==> src/rtl/rhht_pkg.sv <==
// Package: shared types and constants for the read-hold hash table.
package rhht_pkg;

  localparam int unsigned TABLE_SLOTS_DEF = 16;
  localparam int unsigned ALIGN_SHIFT_DEF = 4;
  localparam int unsigned KEY_BITS_DEF    = 32;
  localparam int unsigned COUNT_BITS_DEF  = 16;

  localparam logic [1:0] KIND_LOOKUP  = 2'd0;
  localparam logic [1:0] KIND_ACQUIRE = 2'd1;
  localparam logic [1:0] KIND_RELEASE = 2'd2;
  localparam logic [1:0] KIND_SPARE   = 2'd3;

  localparam logic [2:0] ST_HIT      = 3'd0;
  localparam logic [2:0] ST_NEW      = 3'd1;
  localparam logic [2:0] ST_ABSENT   = 3'd2;
  localparam logic [2:0] ST_FULL     = 3'd3;
  localparam logic [2:0] ST_LAST     = 3'd4;
  localparam logic [2:0] ST_OVERFLOW = 3'd5;

  typedef struct packed {
    logic [1:0]  kind;
    logic [31:0] lock_key;
  } rhht_req_t;

  typedef struct packed {
    logic [2:0]  status;
    logic [15:0] hold_count;
    logic [3:0]  slot_index;
  } rhht_rsp_t;

endpackage

==> src/rtl/rhht_ram.sv <==
// Generic single-port-write, one-read RAM with registered read data.
module rhht_ram #(
  parameter int unsigned WIDTH = 8,
  parameter int unsigned DEPTH = 16
) (
  input  logic                     clk,
  input  logic                     we,
  input  logic [$clog2(DEPTH)-1:0] waddr,
  input  logic [WIDTH-1:0]         wdata,
  input  logic [$clog2(DEPTH)-1:0] raddr,
  output logic [WIDTH-1:0]         rdata
);
  logic [WIDTH-1:0] mem [DEPTH];

  always_ff @(posedge clk) begin
    if (we) mem[waddr] <= wdata;
    rdata <= mem[raddr];
  end
endmodule

==> src/rtl/read_hold_hash_table.sv <==
// Top level: read-hold hash table with probe sequencer over slot memories.
//
//  channel | signals                         | transfer
//  --------+---------------------------------+-------------------------------
//  request | start, busy, req (kind,lock_key)| edge with start & !busy
//  result  | done, rsp (status,count,slot)   | one cycle, done high
//
// Steps: a request walks probe steps (memory read, then compare), then
// resolves; done rises in the next cycle with busy already low. A reserved
// key answers in the cycle after the transfer, with no walk.
// A rebuild scans every slot (read, then stash and clear), reinserts each
// live key by a probe walk to its chain end, then settles before the
// original walk restarts. After reset a clearing pass writes every slot
// empty, with busy high. The receiver cannot stall; results are never held.
module read_hold_hash_table #(
  parameter int unsigned TABLE_SLOTS = rhht_pkg::TABLE_SLOTS_DEF,
  parameter int unsigned ALIGN_SHIFT = rhht_pkg::ALIGN_SHIFT_DEF,
  parameter int unsigned KEY_BITS    = rhht_pkg::KEY_BITS_DEF,
  parameter int unsigned COUNT_BITS  = rhht_pkg::COUNT_BITS_DEF
) (
  input  logic                clk,
  input  logic                rst,
  input  logic                start,
  output logic                busy,
  input  rhht_pkg::rhht_req_t req,
  output logic                done,
  output rhht_pkg::rhht_rsp_t rsp
);
  import rhht_pkg::*;

  localparam int unsigned IW    = $clog2(TABLE_SLOTS);
  localparam int unsigned NW    = $clog2(TABLE_SLOTS + 1);
  localparam int unsigned LIMIT = 2 * TABLE_SLOTS + 8;
  localparam int unsigned PW    = $clog2(LIMIT + 1);
  // entry: key + count in one memory word
  localparam int unsigned EW    = KEY_BITS + COUNT_BITS;

  localparam logic [KEY_BITS-1:0]   TOMB  = '1;
  localparam logic [COUNT_BITS-1:0] CMAX  = '1;
  localparam logic [NW-1:0]         FULLN = NW'(TABLE_SLOTS - 1);

  typedef enum logic [10:0] {
    S_CLEAR   = 11'b00000000001,
    S_IDLE    = 11'b00000000010,
    S_READ    = 11'b00000000100,
    S_CMP     = 11'b00000001000,
    S_RESOLVE = 11'b00000010000,
    S_RB_RD   = 11'b00000100000,  // scan: read slot from main memory
    S_RB_CHK  = 11'b00001000000,  // scan: stash live entry, clear slot
    S_RB_INS  = 11'b00010000000,  // reinsert: read next stashed entry
    S_RB_GO   = 11'b00100000000,  // reinsert: start probe
    S_RB_PUT  = 11'b01000000000,  // reinsert: write entry at chain end
    S_RB_END  = 11'b10000000000   // last write lands, restart original walk
  } state_t;

  state_t state, state_next;

  // main slot memory
  logic          m_we;
  logic [IW-1:0] m_waddr, m_raddr;
  logic [EW-1:0] m_wdata, m_rdata;
  // stash memory used during rebuild
  logic          a_we;
  logic [IW-1:0] a_waddr, a_raddr;
  logic [EW-1:0] a_wdata, a_rdata;

  rhht_ram #(.WIDTH(EW), .DEPTH(TABLE_SLOTS)) u_slots (
    .clk, .we(m_we), .waddr(m_waddr), .wdata(m_wdata), .raddr(m_raddr), .rdata(m_rdata)
  );
  rhht_ram #(.WIDTH(EW), .DEPTH(TABLE_SLOTS)) u_stash (
    .clk, .we(a_we), .waddr(a_waddr), .wdata(a_wdata), .raddr(a_raddr), .rdata(a_rdata)
  );

  logic [1:0]            kind;
  logic [KEY_BITS-1:0]   key;
  logic [KEY_BITS-1:0]   pi, perturb;     // probe index and perturbation
  logic [PW-1:0]         steps;
  logic                  hit, ins_ok;
  logic [IW-1:0]         hit_slot, ins_slot;
  logic                  ins_empty;       // insertion slot was empty
  logic [COUNT_BITS-1:0] hit_count;
  logic                  rebuilt;         // rebuild done for this request
  logic [NW-1:0]         live, occ;
  logic [IW:0]           scan;            // sweep counter (clear / scan)
  logic [NW-1:0]         nstash, rix;
  logic [COUNT_BITS-1:0] rb_count;

  logic [KEY_BITS-1:0]   rd_key;
  logic [COUNT_BITS-1:0] rd_cnt;
  logic                  rd_live;
  assign rd_key  = m_rdata[EW-1:COUNT_BITS];
  assign rd_cnt  = m_rdata[COUNT_BITS-1:0];
  assign rd_live = (rd_key != '0) && (rd_key != TOMB);

  logic [KEY_BITS-1:0] in_key;
  logic                in_rsv;
  assign in_key = KEY_BITS'(req.lock_key);
  assign in_rsv = (in_key == '0) || (in_key == TOMB);

  logic chain_end;
  assign chain_end = (rd_key == '0) || (steps == PW'(LIMIT - 1));

  assign busy = (state != S_IDLE);

  // original key kept across a rebuild
  logic [KEY_BITS-1:0] key_save;
  always_ff @(posedge clk) begin
    if (state == S_IDLE && start) key_save <= in_key;
  end

  // seed probe index from the key being walked
  logic [KEY_BITS-1:0] seed_key;
  logic                seed;
  always_comb begin
    seed_key = key;
    seed     = 1'b0;
    if (state == S_IDLE && start && !in_rsv) begin
      seed     = 1'b1;
      seed_key = in_key;
    end else if (state == S_RB_GO) begin
      seed     = 1'b1;
      seed_key = a_rdata[EW-1:COUNT_BITS];
    end else if (state == S_RB_END) begin
      seed     = 1'b1;
      seed_key = key_save;
    end
  end
  logic [KEY_BITS-1:0] seed_home;
  assign seed_home = KEY_BITS'((seed_key >> ALIGN_SHIFT) & KEY_BITS'(TABLE_SLOTS - 1));

  // stash is written in the scan cycle itself so it can be read right after
  always_comb begin
    m_raddr = pi[IW-1:0];
    if (state == S_RB_RD || state == S_RB_CHK) m_raddr = scan[IW-1:0];
    a_raddr = rix[IW-1:0];
    a_we    = (state == S_RB_CHK) && rd_live;
    a_waddr = nstash[IW-1:0];
    a_wdata = m_rdata;
  end

  always_ff @(posedge clk) begin
    if (rst) begin
      state <= S_CLEAR;
      scan  <= '0;
      live  <= '0;
      occ   <= '0;
      done  <= 1'b0;
      m_we  <= 1'b0;
    end else begin
      state <= state_next;
      done  <= 1'b0;
      m_we  <= 1'b0;
      unique case (state)
        S_CLEAR: begin
          m_we    <= 1'b1;
          m_waddr <= scan[IW-1:0];
          m_wdata <= '0;
          scan    <= scan + 1'b1;
        end
        S_IDLE: begin
          if (start) begin
            kind    <= req.kind;
            key     <= in_key;
            rebuilt <= 1'b0;
            if (in_rsv) begin
              done <= 1'b1;
              rsp  <= '{ST_ABSENT, 16'd0, 4'd0};
            end
          end
        end
        S_READ: ;
        S_CMP: begin
          steps   <= steps + 1'b1;
          pi      <= (pi << 2) + pi + perturb + 1'b1;
          perturb <= perturb >> 5;
          if (rd_key == key && !hit) begin
            hit       <= 1'b1;
            hit_slot  <= pi[IW-1:0];
            hit_count <= rd_cnt;
          end else if (!ins_ok && (rd_key == '0 || rd_key == TOMB)) begin
            ins_ok    <= 1'b1;
            ins_slot  <= pi[IW-1:0];
            ins_empty <= (rd_key == '0);
          end
        end
        S_RESOLVE: begin
          if (hit) begin
            unique case (kind)
              KIND_ACQUIRE: begin
                if (hit_count == CMAX) begin
                  rsp <= '{ST_OVERFLOW, 16'(hit_count), 4'(hit_slot)};
                end else begin
                  m_we    <= 1'b1;
                  m_waddr <= hit_slot;
                  m_wdata <= {key, hit_count + 1'b1};
                  rsp     <= '{ST_HIT, 16'(hit_count + 1'b1), 4'(hit_slot)};
                end
                done <= 1'b1;
              end
              KIND_RELEASE: begin
                m_we    <= 1'b1;
                m_waddr <= hit_slot;
                if (hit_count <= COUNT_BITS'(1)) begin
                  m_wdata <= {TOMB, {COUNT_BITS{1'b0}}};
                  if (live != '0) live <= live - 1'b1;
                  rsp <= '{ST_LAST, 16'd0, 4'(hit_slot)};
                end else begin
                  m_wdata <= {key, hit_count - 1'b1};
                  rsp     <= '{ST_HIT, 16'(hit_count - 1'b1), 4'(hit_slot)};
                end
                done <= 1'b1;
              end
              default: begin
                rsp  <= '{ST_HIT, 16'(hit_count), 4'(hit_slot)};
                done <= 1'b1;
              end
            endcase
          end else if (kind == KIND_ACQUIRE) begin
            if (occ >= FULLN && !rebuilt) begin
              scan   <= '0;
              nstash <= '0;
            end else if (live >= FULLN || !ins_ok) begin
              rsp  <= '{ST_FULL, 16'd0, 4'd0};
              done <= 1'b1;
            end else begin
              m_we    <= 1'b1;
              m_waddr <= ins_slot;
              m_wdata <= {key, COUNT_BITS'(1)};
              if (ins_empty) occ <= occ + 1'b1;
              live <= live + 1'b1;
              rsp  <= '{ST_NEW, 16'd1, 4'(ins_slot)};
              done <= 1'b1;
            end
          end else begin
            rsp  <= '{ST_ABSENT, 16'd0, 4'd0};
            done <= 1'b1;
          end
        end
        S_RB_RD: ;
        S_RB_CHK: begin
          if (rd_live) nstash <= nstash + 1'b1;
          m_we    <= 1'b1;
          m_waddr <= scan[IW-1:0];
          m_wdata <= '0;
          scan    <= scan + 1'b1;
          rix     <= '0;
        end
        S_RB_INS: ;
        S_RB_GO: begin
          key      <= a_rdata[EW-1:COUNT_BITS];
          rb_count <= a_rdata[COUNT_BITS-1:0];
          rebuilt  <= 1'b1;
        end
        S_RB_PUT: begin
          if (ins_ok) begin
            m_we    <= 1'b1;
            m_waddr <= ins_slot;
            m_wdata <= {key, rb_count};
          end
          rix <= rix + 1'b1;
        end
        S_RB_END: begin
          key     <= key_save;
          live    <= nstash;
          occ     <= nstash;
          rebuilt <= 1'b1;
        end
        default: ;
      endcase
      // (re)start a probe walk
      if (seed) begin
        steps   <= '0;
        hit     <= 1'b0;
        ins_ok  <= 1'b0;
        pi      <= seed_home;
        perturb <= seed_home;
      end
    end
  end

  logic probe_done;
  assign probe_done = (rd_key == key) || chain_end;

  always_comb begin
    state_next = state;
    unique case (state)
      S_CLEAR:   if (scan == (IW+1)'(TABLE_SLOTS - 1)) state_next = S_IDLE;
      S_IDLE:    if (start && !in_rsv) state_next = S_READ;
      S_READ:    state_next = S_CMP;
      S_CMP:     state_next = probe_done ? (rebuilt && key != key_save ? S_RB_PUT
                                                                        : S_RESOLVE)
                                         : S_READ;
      S_RESOLVE: state_next = (!hit && kind == KIND_ACQUIRE && occ >= FULLN && !rebuilt)
                              ? S_RB_RD : S_IDLE;
      S_RB_RD:   state_next = S_RB_CHK;
      S_RB_CHK:  state_next = (scan == (IW+1)'(TABLE_SLOTS - 1))
                              ? ((nstash != '0 || rd_live) ? S_RB_INS : S_RB_END)
                              : S_RB_RD;
      S_RB_INS:  state_next = S_RB_GO;
      S_RB_GO:   state_next = S_READ;
      S_RB_PUT:  state_next = (rix + 1'b1 == nstash) ? S_RB_END : S_RB_INS;
      S_RB_END:  state_next = S_READ;
      default:   state_next = S_IDLE;
    endcase
  end
endmodule

==> config.mk <==
export PLATFORM = sky130hd
export DESIGN_NAME = read_hold_hash_table
export DESIGN_NICKNAME = d
export VERILOG_FILES = /design/src/rtl/rhht_pkg.sv /design/src/rtl/rhht_ram.sv /design/src/rtl/read_hold_hash_table.sv
export SDC_FILE = /design/constraint.sdc
export NUM_CORES = 2
export LEC_CHECK = 0
export ABC_AREA = 1
export BUFFER_PORTS_ARGS = -buffer_cell sky130_fd_sc_hd__buf_2
export CORE_MARGIN = 1.5
export CORE_UTILIZATION = 51
export CTS_BUF_LIST = sky130_fd_sc_hd__clkbuf_16
export DETAILED_ROUTE_END_ITERATION = 16
export PLACE_DENSITY_LB_ADDON = 0.15
export SYNTH_ARGS = -nofsm -noshare
export SYNTH_HDL_FRONTEND = slang
export SYNTH_SLANG_ARGS = --single-unit
==> constraint.sdc <==
create_clock -name clk -period 6.16 [get_ports clk]
set_input_delay 0.616 -clock clk [delete_from_list [all_inputs] [get_ports clk]]
set_output_delay 0.616 -clock clk [all_outputs]
set_load 0.02 [all_outputs]
Yosys cells after proc, flatten, opt, wreduce, memory -nomap -nowiden:

Memories as Yosys holds them, arrays and structs flattened. A register that Yosys moved wholly into a read port is not among the register bits.
Index checks and enable logic that the tools add are counted.
W data, S select, Z words.

* $add $sub $neg: 12
* $mul: 0
* div/mod/pow operators: 0
* order comparisons: 3
* equality and inequality tests: 45
* shifts and indexed selects: 0
* mux-type cells: 96
* bitwise logic cells: 2
* reduce and logical (&&, ||, !) cells: 58

Operator list (number)
* $mux W48: 7
* $mux W23: 7
* $pmux W48 S3: 1
* $pmux W11 S10: 1
* $pmux W32 S3: 1
* $pmux W48 S2: 1
* $pmux W23 S2: 2
* $mux W5: 16
* $eq A32 B32 Y1 const B: 2
* $logic_not A32 Y1: 2
* $mux W32: 2
* $mux W11: 5
* $pmux W5 S2: 5
* $mux W4: 9
* $add A32 B1 Y32 const B: 1
* $add A32 B27 Y32: 1
* $add A32 B32 Y32: 1
* $eq A32 B32 Y1: 1
* $ne A32 B32 Y1: 1
* $ne A32 B32 Y1 const B: 1
* $reduce_bool A32 Y1: 1
* $mux W27: 1
* $add A5 B1 Y5 const B: 5
* $mux W1: 24
* 52 further kinds: 118

* register bits: 288
* latch bits: 0
* RAM bits: 1536
* bits in read-only memories: 0
* bits of input ports: 37
* output and inout bits: 25
* logic and storage cells: 247
* memories kept: 2

Memories
* u_slots.mem: words 16, bits a word 48, rd ports 1, clocked after memory_dff 1, write ports 1, line rhht_ram.sv:13 `logic [WIDTH-1:0] mem [DEPTH];`
* u_stash.mem: words 16, bits a word 48, rd ports 1, clocked after memory_dff 1, write ports 1, line rhht_ram.sv:13

Depth between registers and ports, before layout:

* depth after elaboration: 7
* gate-level depth with buffers: 14
* depth with buffers taken out: 13

Cells and area by module:

Synthesis repeated with hierarchy kept, for this count alone.

* cell total of the unflattened synthesis: 7907
* area, all modules: 81029.0 um^2

By module, submodules not included
* rhht_ram (u_stash): times used 1, cells an instance 3165, area an instance 33988.8 um^2, seq. area each 24023.0 um^2
* rhht_ram (u_slots): times used 1, cells an instance 3165, area an instance 33931.3 um^2, seq. area each 24023.0 um^2
* read_hold_hash_table: times used 1, cells an instance 1577, area an instance 13108.8 um^2, seq. area each 6836.6 um^2

Least setup slack after synthesis:

OpenSTA, ideal clock, no wires.

* kind: register to register
* start point: reg state[9]
* end point: reg m_waddr[0] (enable)
* setup time: 0.526 ns
* arrival: 5.020 ns
* required time: 5.634 ns
* setup slack: 0.615 ns
* stages on the path, launching flop included: 12
* path buffers: 1
* clock period less this slack: 5.545 ns
* path through: dfxtp_1 > inv_1 > nand2_2 > nor2_8 > inv_1 > nor2_2 > inv_2 > nor2_4 > inv_1 > clkbuf_1 > nor2_1 > nor3_1

* cells in the longest elaborated chain, start to end: 4
* elaborated cells between the ends (all ways): 13
* classes of those cells: eq/ne (10); reduce/logical (3)

RTL lines
* start, declared: line read_hold_hash_table.sv:56 `state_t state, state_next;`
* start signal, assigned: line read_hold_hash_table.sv:150 `state <= state_next;`
* $eq A11 B7 Y1 / $eq A11 B1 Y1 (equally long branches): line read_hold_hash_table.sv:153 `unique case (state)`
* $reduce_or A2 Y1 (no line)
* $reduce_bool A3 Y1 (no line)
* $reduce_and A8 Y1 (no line) (*)
* end signal, assigned: line read_hold_hash_table.sv:156 `m_waddr <= scan[IW-1:0];`
* end signal, assigned: line read_hold_hash_table.sv:194 `m_waddr <= hit_slot;`
* end signal, assigned: line read_hold_hash_table.sv:202 `m_waddr <= hit_slot;`
* end, declared: line read_hold_hash_table.sv:60 `logic [IW-1:0] m_waddr, m_raddr;`

Every way passes the cells marked *; elsewhere a longest branch is shown, timed or not.
A chain may end at the register's enable or synchronous reset.

Worst setup path after layout:

* start point: reg u_slots.rdata[27] (read register of u_slots.mem)
* end point: mem u_stash.mem[6][12] in the netlist's numbering (enable)

* cells in the longest elaborated chain, start to end: 5
* elaborated cells between the ends (all ways): 6
* classes of those cells: eq/ne (1); mux (2); reduce/logical (3)

RTL lines
* start, declared: line rhht_ram.sv:11 `output logic [WIDTH-1:0] rdata`
* $ne A32 B32 Y1 / $reduce_bool A32 Y1 (equally long branches): line read_hold_hash_table.sv:93 `assign rd_live = (rd_key != '0) && (rd_key != TOMB);`
* $logic_and A1 B1 Y1 (*): line read_hold_hash_table.sv:93
* $logic_and A1 B1 Y1 (*): line read_hold_hash_table.sv:136 `a_we = (state == S_RB_CHK) && rd_live;`
* $mux W1 (*): line rhht_ram.sv:16 `if (we) mem[waddr] <= wdata;`
* $mux W1 (not written as such) (*): line rhht_ram.sv:16
* end, declared: line rhht_ram.sv:13

Marks and branches as above.

==> flow_summary.ini <==
[timing]
fin_tns_setup_ns = 0
finalCritPeriodShare = 0.691
holdWs_ns = 0.0585
clock.fmax_mhz = 235
rsz0062_at_grt = no
relSlewSlack = 0.0518
drv_slew = 0
min_period_ns = 4.26
setup_viol = 0
tightest_slew_ns = 1.42
hold_viol = 0
fin_worst_skew_ns = 0.0266

[cts]
cts_made_buffers = 189
cts.clk_slew.worst_paths_ns = 0.06
htreeDepth = 4
cts_resized = 0
clock_latency_ns = 0.83
cts_buffer_depth = 3
cts-root-buf = clkbuf_16
clock-sinks = 1869
cts_tree = yes

[floorplanning]
core_area_sq_mm = 0.150
die_area_sq_mm = 0.155
fp.dieW_um = 393
initial_core_util = 0.516
core.rowCount = 142
fp.dieH_um = 393
num_io_pins = 62

[critical_path]
crit_family = simple AND/OR/NAND/NOR gates
crit_fanout = 26
required_ns = 6.60
cpPeakStageDelay_ns = 0.94
critical_path_arrival_ns = 4.70
slowest_stage = nor2_4
critPathKind = reg -> reg
end_kind = flop
start_kind = flop
path_cells = inv_1 > nand3_1 > nor2_1 > nand4_1 > nand2_1 > nor2_1 > nand2_1 > nor2_4 > buf_4
critPathBufInv = 2

[worst_hold_path]
hold_path.class = in -> reg

[route]
wl_per_cell_um = 24.1
ant_nets = 0
dr.pass1.iters = 6
num_vias = 51600
routed_wl_mm = 218
dr.first_iter.drc_count = 6001
via_per_inst = 5.73
route.detailed.drc = 0

[logic_synthesis]
ys_warn_count = 0
netlist_instances = 6825
synth-seq-cells = 1869
syn_nets = 6886
yosysTopAreaCellShare = 0.675
synth_cell_types = 48
synth_edf_count = 1745
synthesis.area_sq_mm = 0.0776
synth-seq-area-share = 0.707
post_synth.cell_area_avg_sq_um = 11.4
synth_top_cells_by_area = edfxtp_1 68%, nand3_1 6.9%, nand2_1 6.1%
synth_top_cell_by_area = edfxtp_1
ys_dominant_reg_cell = edfxtp_1
async_reset_ff_frac = 0

[run_status]
status = finished clean

[global_routing]
grt_max_degree = 229
antenna_found_initial = 10
overflow = 0
first_global_vias = 48700
grt_usage = 0.283
grt_pass1_wl_mm = 320

[finish]
final_area_sq_mm = 0.0859
final_common_cell = edfxtp_1
ff_latch_area_sq_mm = 0.0549
area_delta_synth_final_pct = 10.7
final_net_count = 6884
drive_above_1_share = 0.0723
layout_common_cells = 1745 x edfxtp_1, 1261 x nand2_1, 1073 x nand3_1
multi_input_area_sq_mm = 0.0179
fill_cells = 12300

[place]
hpwl_mm = 118
place_area_sq_mm = 0.0800
io_buffers = 61
gp_congestion = 0.902

[power_and_ir_drop]
leakage_nw = 33.1
ir_drop_uv = 260
p_per_area_mw_per_mm2 = 296
finalPower_mw = 25.5

[run]
maxCapViolations = 0
==> sequential cells by signal (all words and copies together) (netlist names), 5 cells and up <==
name / count
occ: 5
m_wdata: 48
u_slots.rdata: 48
rix: 5
rsp: 23
u_stash.mem: 768
nstash: 5
u_slots.mem: 768
key_save: 32
state: 11
steps: 6
rb_count: 16
scan: 5
live: 5
u_stash.rdata: 48
hit_count: 16
key: 32
==> cell type report <==
cell class	instances	share of cell area
Clock inverter	166	0.0119
Sequential cell	1869	0.639
Antenna cell	4	0.000116
Multi-Input combinational cell	3650	0.208
Clock buffer	190	0.0553
Inverter	944	0.0414
Timing Repair Buffer	169	0.0150
Tap cell	2016	0.0294
==> worst reg2reg max path, delay by kind of cell (launching register included) <==
kind	cells	cell delay, ns
AND/OR/NAND/NOR	7	2.12
flip-flops	1	0.89
buffers and inverters	2	0.87
==> path summary, 6_finish.rpt <==
kind                startpoint                  to  slack (ns)  cells past startpoint
max reg2reg  u_slots.rdata[27]  u_stash.mem[6][12]        1.90                      9
min                    req[29]        key_save[29]        0.06                      1
max          u_slots.rdata[27]  u_stash.mem[6][12]        1.90                      9
min reg2reg   u_stash.rdata[2]         rb_count[2]        0.40                      0
==> where the power goes <==
part / internal [mW] / switching, mW / leakage (nW)
Combinational: 0.0990 / 0.314 / 13.1
Sequential: 14.1 / 0.208 / 16.9
Clock: 5.94 / 4.84 / 3.06
==> cells in the mapped netlist (all sizes together) (2+ instances only) <==
cell type	number
xnor2	37
a31oi	5
nand2	1273
a21oi	145
nand4	73
o22ai	59
or2	14
a211oi	4
nand3b	2
dfxtp	124
nor2	387
edfxtp	1745
xor2	43
nand3	1074
clkbuf	178
buf	184
fa	3
ha	21
o221ai	42
o31ai	7
o21ai	340
nor3	23
inv	940
a221oi	56
clkinv	4
a22oi	8
o211ai	17
a22o	9
nor4	3
==> cells by family (layout without fill, tap and decap cells) <==
| logic type | count (synthesis) | in the layout | synth area share |
|---|---|---|---|
| flops | 1869 | 1869 | 0.707 |
| other cells | 0 | 4 | 0 |
| compound gates | 695 | 695 | 0.0525 |
| simple gates | 2851 | 2851 | 0.160 |
| fa+ha+maj | 24 | 24 | 0.00416 |
| xor+xnor | 80 | 80 | 0.00903 |
| buf+inv | 1306 | 1469 | 0.0672 |
==> metrics by stage <==
step | worst slack (ns) | cells | util
after global routing | 1.68 | 9004 | 0.571
after global placement | 1.97 | 8634 | 0.532
after floorplan | 0.615 | 6825 | -
after CTS | 1.90 | 9004 | 0.571
final | 1.90 | 9008 | 0.571
after detailed placement | 1.95 | 8634 | 0.532
==> routing by layer <==
metal | vias up | track usage | share of wire
met5 | - | 0 | 0.000051
li1 | 23500 | - | -
met2 | 2234 | 0.449 | 0.47
met1 | 25500 | 0.402 | 0.43
met4 | 2 | 0.0994 | 0.033
met3 | 444 | 0.0412 | 0.075
==> timing repair <==
action,CTS,global route
buffers inserted,0,0
hold endpoints to repair,14,0
hold buffers,14,0
Note: power is estimated with default switching activity, not from simulation.
